==> src/sv/obstacle_appearance_tracker_defines.svh <==
// Assertion macros for the obstacle appearance tracker.
// Included by files that carry concurrent checks; expects clk and rst_n in scope.
`ifndef OBSTACLE_APPEARANCE_TRACKER_DEFINES_SVH
`define OBSTACLE_APPEARANCE_TRACKER_DEFINES_SVH

// Same-cycle implication, off during reset
`define OTA_ASSERT_SAME(label, ante, cons, msg) \
    label: assert property (@(posedge clk) disable iff (!rst_n) (ante) |-> (cons)) \
        else $error(msg);

// Next-cycle implication, off during reset
`define OTA_ASSERT_NEXT(label, ante, cons, msg) \
    label: assert property (@(posedge clk) disable iff (!rst_n) (ante) |=> (cons)) \
        else $error(msg);

`endif

==> src/sv/ota_ram.sv <==
// Generic single-write, single-read RAM with registered read data.
// No dependencies.
module ota_ram #(
    parameter int WIDTH = 8,
    parameter int DEPTH = 16
) (
    input  logic                     clk,
    input  logic                     we,
    input  logic [$clog2(DEPTH)-1:0] waddr,
    input  logic [WIDTH-1:0]         wdata,
    input  logic                     re,
    input  logic [$clog2(DEPTH)-1:0] raddr,
    output logic [WIDTH-1:0]         rdata
);

    logic [WIDTH-1:0] mem [DEPTH];

    always_ff @(posedge clk)
    begin
        if (we)
        begin
            mem[waddr] <= wdata;
        end
        if (re)
        begin
            rdata <= mem[raddr];
        end
    end

endmodule

==> config.mk <==
export PLATFORM = sky130hd
export DESIGN_NAME = ota_ram
export DESIGN_NICKNAME = d
export VERILOG_FILES = /design/src/sv/obstacle_appearance_tracker_defines.svh /design/src/sv/ota_ram.sv
export SDC_FILE = /design/constraint.sdc
export NUM_CORES = 1
export LEC_CHECK = 0
export BUFFER_PORTS_ARGS = -buffer_cell sky130_fd_sc_hd__buf_2
export CAP_MARGIN = 5
export CORE_ASPECT_RATIO = 0.9
export CORE_MARGIN = 3
export CORE_UTILIZATION = 50
export CTS_CLUSTER_DIAMETER = 80
export DETAILED_ROUTE_END_ITERATION = 10
export MAX_ROUTING_LAYER = met4
export PLACE_DENSITY = 0.75
export SETUP_SLACK_MARGIN = 0.1
export SKIP_CTS_REPAIR_TIMING = 1
export SYNTH_ARGS = -nofsm -noshare
export SYNTH_HDL_FRONTEND = slang
export SYNTH_SLANG_ARGS = --single-unit
==> constraint.sdc <==
create_clock -name clk -period 4.7 [get_ports clk]
set_input_delay 0.94 -clock clk [delete_from_list [all_inputs] [get_ports clk]]
set_output_delay 0.94 -clock clk [all_outputs]
set_load 0.1 [all_outputs]
Word-level counts from Yosys, hierarchy flattened
Memories as Yosys holds them, arrays and structs flattened. A register that Yosys moved wholly into a read port is not among the register bits. Index checks and enable logic that the tools add are counted.

Memories kept: 1. Output and inout bits: 8. Register bits after elaboration: 0. Bits of input ports: 19. Word-level logic and storage cells: 3. Bits in writable memories: 128.

Multiplexer cells: 2.

Memories: mem (depth 16, bits a word 8, read ports 1, clocked after Yosys merged registers in 1, write ports 1, line ota_ram.sv:16) `logic [WIDTH-1:0] mem [DEPTH];`.

Operator list (number): $mux W1 (2).

Longest topological paths before layout
Gate-level depths: netlist of run 1.

Depth in word-level cells: 2. Gate-level depth with buffers: 5.

Worst setup path before layout of run 1
Ideal clock, no wire load.

Path type: input to register. Start point: in waddr[2]. End point: mem mem[0][0] (enable). Buffers on the path: 0. Required time: 4.317 ns. Data arrival time: 2.050 ns. Setup slack: 2.267 ns. Stages: 2. Library setup time: 0.383 ns. Cells stage by stage: or3b_2 nor3_1.

RTL lines: start, declared (line ota_ram.sv:9) `input logic [$clog2(DEPTH)-1:0] waddr,`; end, declared (line ota_ram.sv:16).

No word-level cell before the write port.

==> results of run 1 <==
## stage by stage
stage               instance area, um2  worst slack [ps]  hold slack, ps  total power [mW]  util [%]
floorplan                         5230              2270             705              1.51         -
global placement                  5460              1680             724              1.56      55.0
detailed placement                5460              1650             740              1.56      55.0
CTS                               6090              2090             753              2.95      61.4
global route                      6090              1980             781              3.02      61.4
finish                            6090              2120             752              2.94      61.4
## worst reg2reg max path, cell delays in order, from the launching register on
cell and delay [ps]:
edfxtp_1 350, mux4_1 570, a22oi_1 230, nand2_1 80
## registers in the layout (all words and copies together), names as in the netlist
signal,cells
mem,128
rdata,8
## layout by cell type (no fill, tap or decap)
cell        instances
clkinvlp_4          2
clkinv_1            4
clkinv_4            2
buf_2              26
a22oi_1            16
or3b_2              1
clkinv_2            2
nand2_1             9
clkbuf_16          17
nand3_1             1
edfxtp_1          136
bufinv_16           5
mux4_2             18
and2b_1             1
nand3b_1            2
nor3_1              3
buf_4               3
nor2_1             13
nor2b_1             1
mux4_1             14
nor3_2              1
and2_1              1
nand2b_1            2
## layer usage
layer,track usage [%],up-vias,routed length [um]
met3,5.87,12,704
li1,-,1061,-
met2,27.7,108,4670
met4,6.30,0,97
met5,-,-,0
met1,26.9,1290,4400
## cell families after synthesis
| group | share of synthesized area [%] |
|---|---|
| buffers and inverters | 1.65 |
| muxes | 14.8 |
| DFF | 78.1 |
| and+or+nand+nor | 3.14 |
| AOI/OAI and AO/OA | 2.30 |
## final cells by class
class                           count  share of cell area [%]
Clock inverter                     15                    3.41
Clock buffer                       17                    6.99
Multi-Input combinational cell     83                    17.4
Timing Repair Buffer               29                    2.51
Tap cell                          126                    2.59
Sequential cell                   136                    67.1
## power by group through the flow
stage	logic (mW)	registers (mW)	clock network, mW
6_report	0.161	1.37	1.41
5_1_grt	0.171	1.38	1.47
4_1_cts	0.162	1.37	1.42
3_5_place_dp	0.162	1.40	0
3_3_place_gp	0.158	1.40	0
2_1_floorplan	0.0690	1.44	0
## worst min-delay path by stage
stage                                    start            endpoint  cells after the start
after CTS                 mem[14][2]$_DFFE_PP_  rdata[2]$_DFFE_PP_                      3
after global placement    mem[14][7]$_DFFE_PP_  rdata[7]$_DFFE_PP_                      3
after floorplan            mem[7][0]$_DFFE_PP_  rdata[0]$_DFFE_PP_                      3
final                     mem[14][2]$_DFFE_PP_  rdata[2]$_DFFE_PP_                      3
after global routing      mem[13][4]$_DFFE_PP_  rdata[4]$_DFFE_PP_                      3
after detailed placement  mem[14][2]$_DFFE_PP_  rdata[2]$_DFFE_PP_                      3
==> results.json, run 1 <==
{
  "start_util_pct": 52.7,
  "yosysMostFrequentCell": "edfxtp_1",
  "startpoint": "raddr[0]",
  "drc": 0,
  "final_antenna_net_count": 0,
  "swShare_pct": 20.2,
  "crit_arrival_ps": 2740,
  "cp_top_family": "buffers and inverters",
  "placedCellCount": 374,
  "core_area_mm2": 0.00991,
  "io_buffers": 26,
  "diodes": 0,
  "pwr-share-seq_pct": 46.7,
  "cts_buffers": 17,
  "layout-drive-gt1-share_pct": 27.5,
  "fill_cells": 688,
  "synth-async-reset-ratio_pct": 0,
  "io_pins": 27,
  "cp-start-kind": "input port",
  "reg2reg_slack_ps": 3220,
  "cp.required_ps": 4860,
  "power_density_mw_per_mm2": 483,
  "p_int_mw": 2.35,
  "via_count": 2471,
  "relSlewSlack_pct": 19.9,
  "synthCells": 229,
  "crit_buf_inv": 2,
  "globalplace.congestion": 0.748,
  "synth_top_area_cell": "edfxtp_1",
  "grt_max_degree": 33,
  "clock_path_buffers": 2,
  "tns_ps": 0,
  "end_kind": "flip-flop",
  "synthToLayoutAreaGrowth_pct": 16.5,
  "synth_area_leaders": "edfxtp_1 (78%), mux4_2 (7.8%), mux4_1 (7.0%)",
  "ir_drop_v": 0.000265,
  "hold_viol_final": 0,
  "worstRegToRegCells": 3,
  "status": "completed",
  "r2r-start": "mem[5][2]$_DFFE_PP_",
  "crit_end": "rdata[0]$_DFFE_PP_",
  "p_switching_mw": 0.592,
  "syn-num-nets": 248,
  "cts-root-buf": "clkbuf_16",
  "final.setup_skew_ps": 9.91,
  "ys.warnings.count": 0,
  "clkPwrFrac_pct": 47.8,
  "cp_max_fo": 22,
  "synth.top_cell.area_share_pct": 78.1,
  "cp_slowest_cell": "mux4_1",
  "path_depth": 5,
  "die_h_um": 103,
  "grt_pass1_wl_um": 15200,
  "drtPass1Iterations": 4,
  "clock_latency_ps": 420,
  "max_freq_mhz": 388,
  "layout_min_cycle_time_ps": 2580,
  "final_nets": 286,
  "final_max_slew_viol_count": 0,
  "pwr-share-comb_pct": 5.5,
  "total_leakage_power_nw": 2.03,
  "netlist_area_mm2": 0.00523,
  "synth.distinct_cells": 18,
  "timing.final.crit_share_pct": 54.9,
  "wirelength_um": 9870,
  "worstReg2RegEnd": "rdata[2]$_DFFE_PP_",
  "placementRows": 34,
  "die_x_um": 114,
  "cts.clk_slew.worst_paths_ps": 60,
  "antenna_found_initial": 0,
  "critical_path_class": "input port to flip-flop",
  "drt_iter0_markers": 182,
  "grt-ovfl-total": 0,
  "cts_tree": "done",
  "die_area_mm2": 0.0117,
  "cts_num_sinks": 136,
  "worstMarginPinSlew_ps": 1190,
  "ys_seq_area_share_pct": 78.1,
  "dp_hpwl_um": 5990,
  "rsz0062_at_grt": "no",
  "yosys_most_used_dff": "edfxtp_1",
  "viasPerCell": 6.09,
  "synth_edf_count": 136,
  "cp_cell_sequence": "buf_2, buf_4, mux4_1, a22oi_1, nand2_1",
  "synth.avg_cell_area_um2": 22.8,
  "finalNonFillerCells": 406,
  "finalSetupViolations": 0,
  "wl_per_cell_um": 24.3,
  "netlist_top_cells_count": "edfxtp_1 (136), mux4_2 (18), a22oi_1 (16)",
  "regArea_mm2": 0.00408,
  "track_usage_pct": 19.3,
  "cap_violations": 0,
  "htree_levels": 4,
  "multi_input_area_mm2": 0.00106,
  "grt_pass1_vias": 2552,
  "hp-class": "flip-flop to flip-flop",
  "ys_seq_elements": 136,
  "cpPeakStageDelay_ps": 580
}
(Power assumes the default switching activity.)
==> run 2, diff against run 1 <==
- PLACE_DENSITY: 0.75 -> 0.78
- clock period: 4.7 -> 2.3 ns (I/O delays scaled with it)
==> run 2 against run 1 <==
Register-to-register slack lost 2400 ps. Total power grew 94%. Final cell count grew 4.2%. Via count grew 5.5%. Clock skew shrank 6.0 ps. Sequential share of layout area shrank 0.84 points. Cell area grew 1.3%. Routed wire length grew 7.6%. Core utilization grew 0.78 points. Sequential cell count is the same. Clock-buffer cell count grew 1. Critical endpoint is now rdata[7]. Largest power group is now registers. Highest routed layer unchanged.
==> results.json, run 2 (synthesis gave the netlist of run 1 again) <==
{
  "min_to": "mem[4][3]$_DFFE_PP_",
  "timing.final.crit_share_pct": 75.7,
  "grt_max_degree": 33,
  "cp_cell_sequence": "buf_2",
  "pwr-share-comb_pct": 6.0,
  "critical_path_class": "flip-flop to output port",
  "power_density_mw_per_mm2": 926,
  "drtPass1Iterations": 5,
  "crit_arrival_ps": 1280,
  "tns_ps": 0,
  "final_max_slew_viol_count": 0,
  "cpPeakStageDelay_ps": 460,
  "dp_hpwl_um": 6520,
  "die_x_um": 114,
  "top_register": "mem",
  "cts.clk_slew.worst_paths_ps": 60,
  "pwr-share-seq_pct": 49.2,
  "wl_per_cell_um": 25.1,
  "final.setup_skew_ps": 3.95,
  "synthToLayoutAreaGrowth_pct": 18.0,
  "max_freq_mhz": 574,
  "cp-start-kind": "flip-flop",
  "drc": 0,
  "status": "completed",
  "p_int_mw": 4.48,
  "p_switching_mw": 1.23,
  "grt_pass1_wl_um": 16700,
  "clkPwrFrac_pct": 44.7,
  "io_pins": 27,
  "cts_tree": "done",
  "total_leakage_power_nw": 2.09,
  "worstHoldStart": "wdata[3]",
  "cp.required_ps": 1840,
  "cp_top_family": "buffers and inverters",
  "io_buffers": 26,
  "cap_violations": 0,
  "globalplace.congestion": 0.776,
  "rsz0062_at_grt": "no",
  "via_count": 2607,
  "grt_pass1_vias": 2697,
  "drt_iter0_markers": 276,
  "track_usage_pct": 20.7,
  "relSlewSlack_pct": 58.1,
  "swShare_pct": 21.5,
  "die_area_mm2": 0.0117,
  "ir_drop_v": 0.000621,
  "core_area_mm2": 0.00991,
  "cp_max_fo": 1,
  "diodes": 0,
  "layout-drive-gt1-share_pct": 31.3,
  "r2r-start": "mem[2][6]$_DFFE_PP_",
  "worstReg2RegEnd": "rdata[6]$_DFFE_PP_",
  "viasPerCell": 6.16,
  "finalSetupViolations": 0,
  "place_ws_ps": 241,
  "reg2reg_slack_ps": 780,
  "hold_viol_final": 0,
  "cts_buffers": 17,
  "antenna_found_initial": 0,
  "largest_register_ff_count": 128,
  "cts_num_sinks": 136,
  "clock_path_buffers": 2,
  "layout_commonest_cell": "edfxtp_1",
  "worstMarginPinSlew_ps": 628,
  "final_cell_mix": "edfxtp_1 (136), buf_2 (26), mux4_2 (18), buf_4 (18), clkbuf_16 (17)",
  "crit_buf_inv": 1,
  "reg_top3": "mem: 128 flops, rdata: 8 flops",
  "hp-class": "input port to flip-flop",
  "hold_depth": 1,
  "final_antenna_net_count": 0,
  "die_h_um": 103,
  "clock_latency_ps": 400,
  "cts-root-buf": "clkbuf_16",
  "end_kind": "output port",
  "cp_slowest_cell": "buf_2",
  "placementRows": 34,
  "grt-ovfl-total": 0,
  "htree_levels": 4,
  "worst_slack_ps": 559,
  "layout_min_cycle_time_ps": 1740,
  "start_util_pct": 52.7,
  "final_nets": 303,
  "wirelength_um": 10600,
  "worstRegToRegCells": 3
}
-- run 2: final cells by class --
class	instances	area [um2]
Sequential cell	136	4080
Fill cell	670	3740
Multi-Input combinational cell	83	1060
Clock buffer	18	429
Timing Repair Buffer	46	305
Tap cell	126	158
Clock inverter	14	134
-- run 2: worst max path at each step --
| stage | startpoint | end | slack, ps | cells after the start |
|---|---|---|---|---|
| 2_1_floorplan | waddr[2] | mem[0][0]$_DFFE_PP_ | 350 | 2 |
| 3_3_place_gp | raddr[0] | rdata[0]$_DFFE_PP_ | 240 | 5 |
| 3_5_place_dp | raddr[0] | rdata[0]$_DFFE_PP_ | 240 | 5 |
| 4_1_cts | rdata[7]$_DFFE_PP_ | rdata[7] | 540 | 1 |
| 5_1_grt | rdata[7]$_DFFE_PP_ | rdata[7] | 550 | 1 |
| 6_report | rdata[7]$_DFFE_PP_ | rdata[7] | 560 | 1 |
-- run 2: layer usage --
layer  vias up  GRT usage (%)  wire, um
met5         -              -         0
met1      1359           28.1      4360
met4         0           3.93        42
li1       1095              -         -
met2       146           32.3      5310
met3         7           5.93       903
-- run 2: power by group through the flow --
stage | Clock, mW | Combinational, mW | Sequential, mW
6_report | 2.55 | 0.344 | 2.81
5_1_grt | 2.71 | 0.366 | 2.81
4_1_cts | 2.59 | 0.347 | 2.81
3_5_place_dp | 0 | 0.343 | 2.86
3_3_place_gp | 0 | 0.333 | 2.86
2_1_floorplan | 0 | 0.141 | 2.94
-- run 2: metrics by stage --
step / hold slack [ps] / util, % / instances / power, mW / cell area, um2
floorplan: 559 / - / 229 / 3.08 / 5230
global placement: 725 / 56.5 / 391 / 3.19 / 5600
detailed placement: 745 / 56.5 / 391 / 3.20 / 5600
CTS: 432 / 62.2 / 423 / 5.74 / 6170
global route: 435 / 62.2 / 423 / 5.89 / 6170
finish: 448 / 62.2 / 423 / 5.71 / 6170
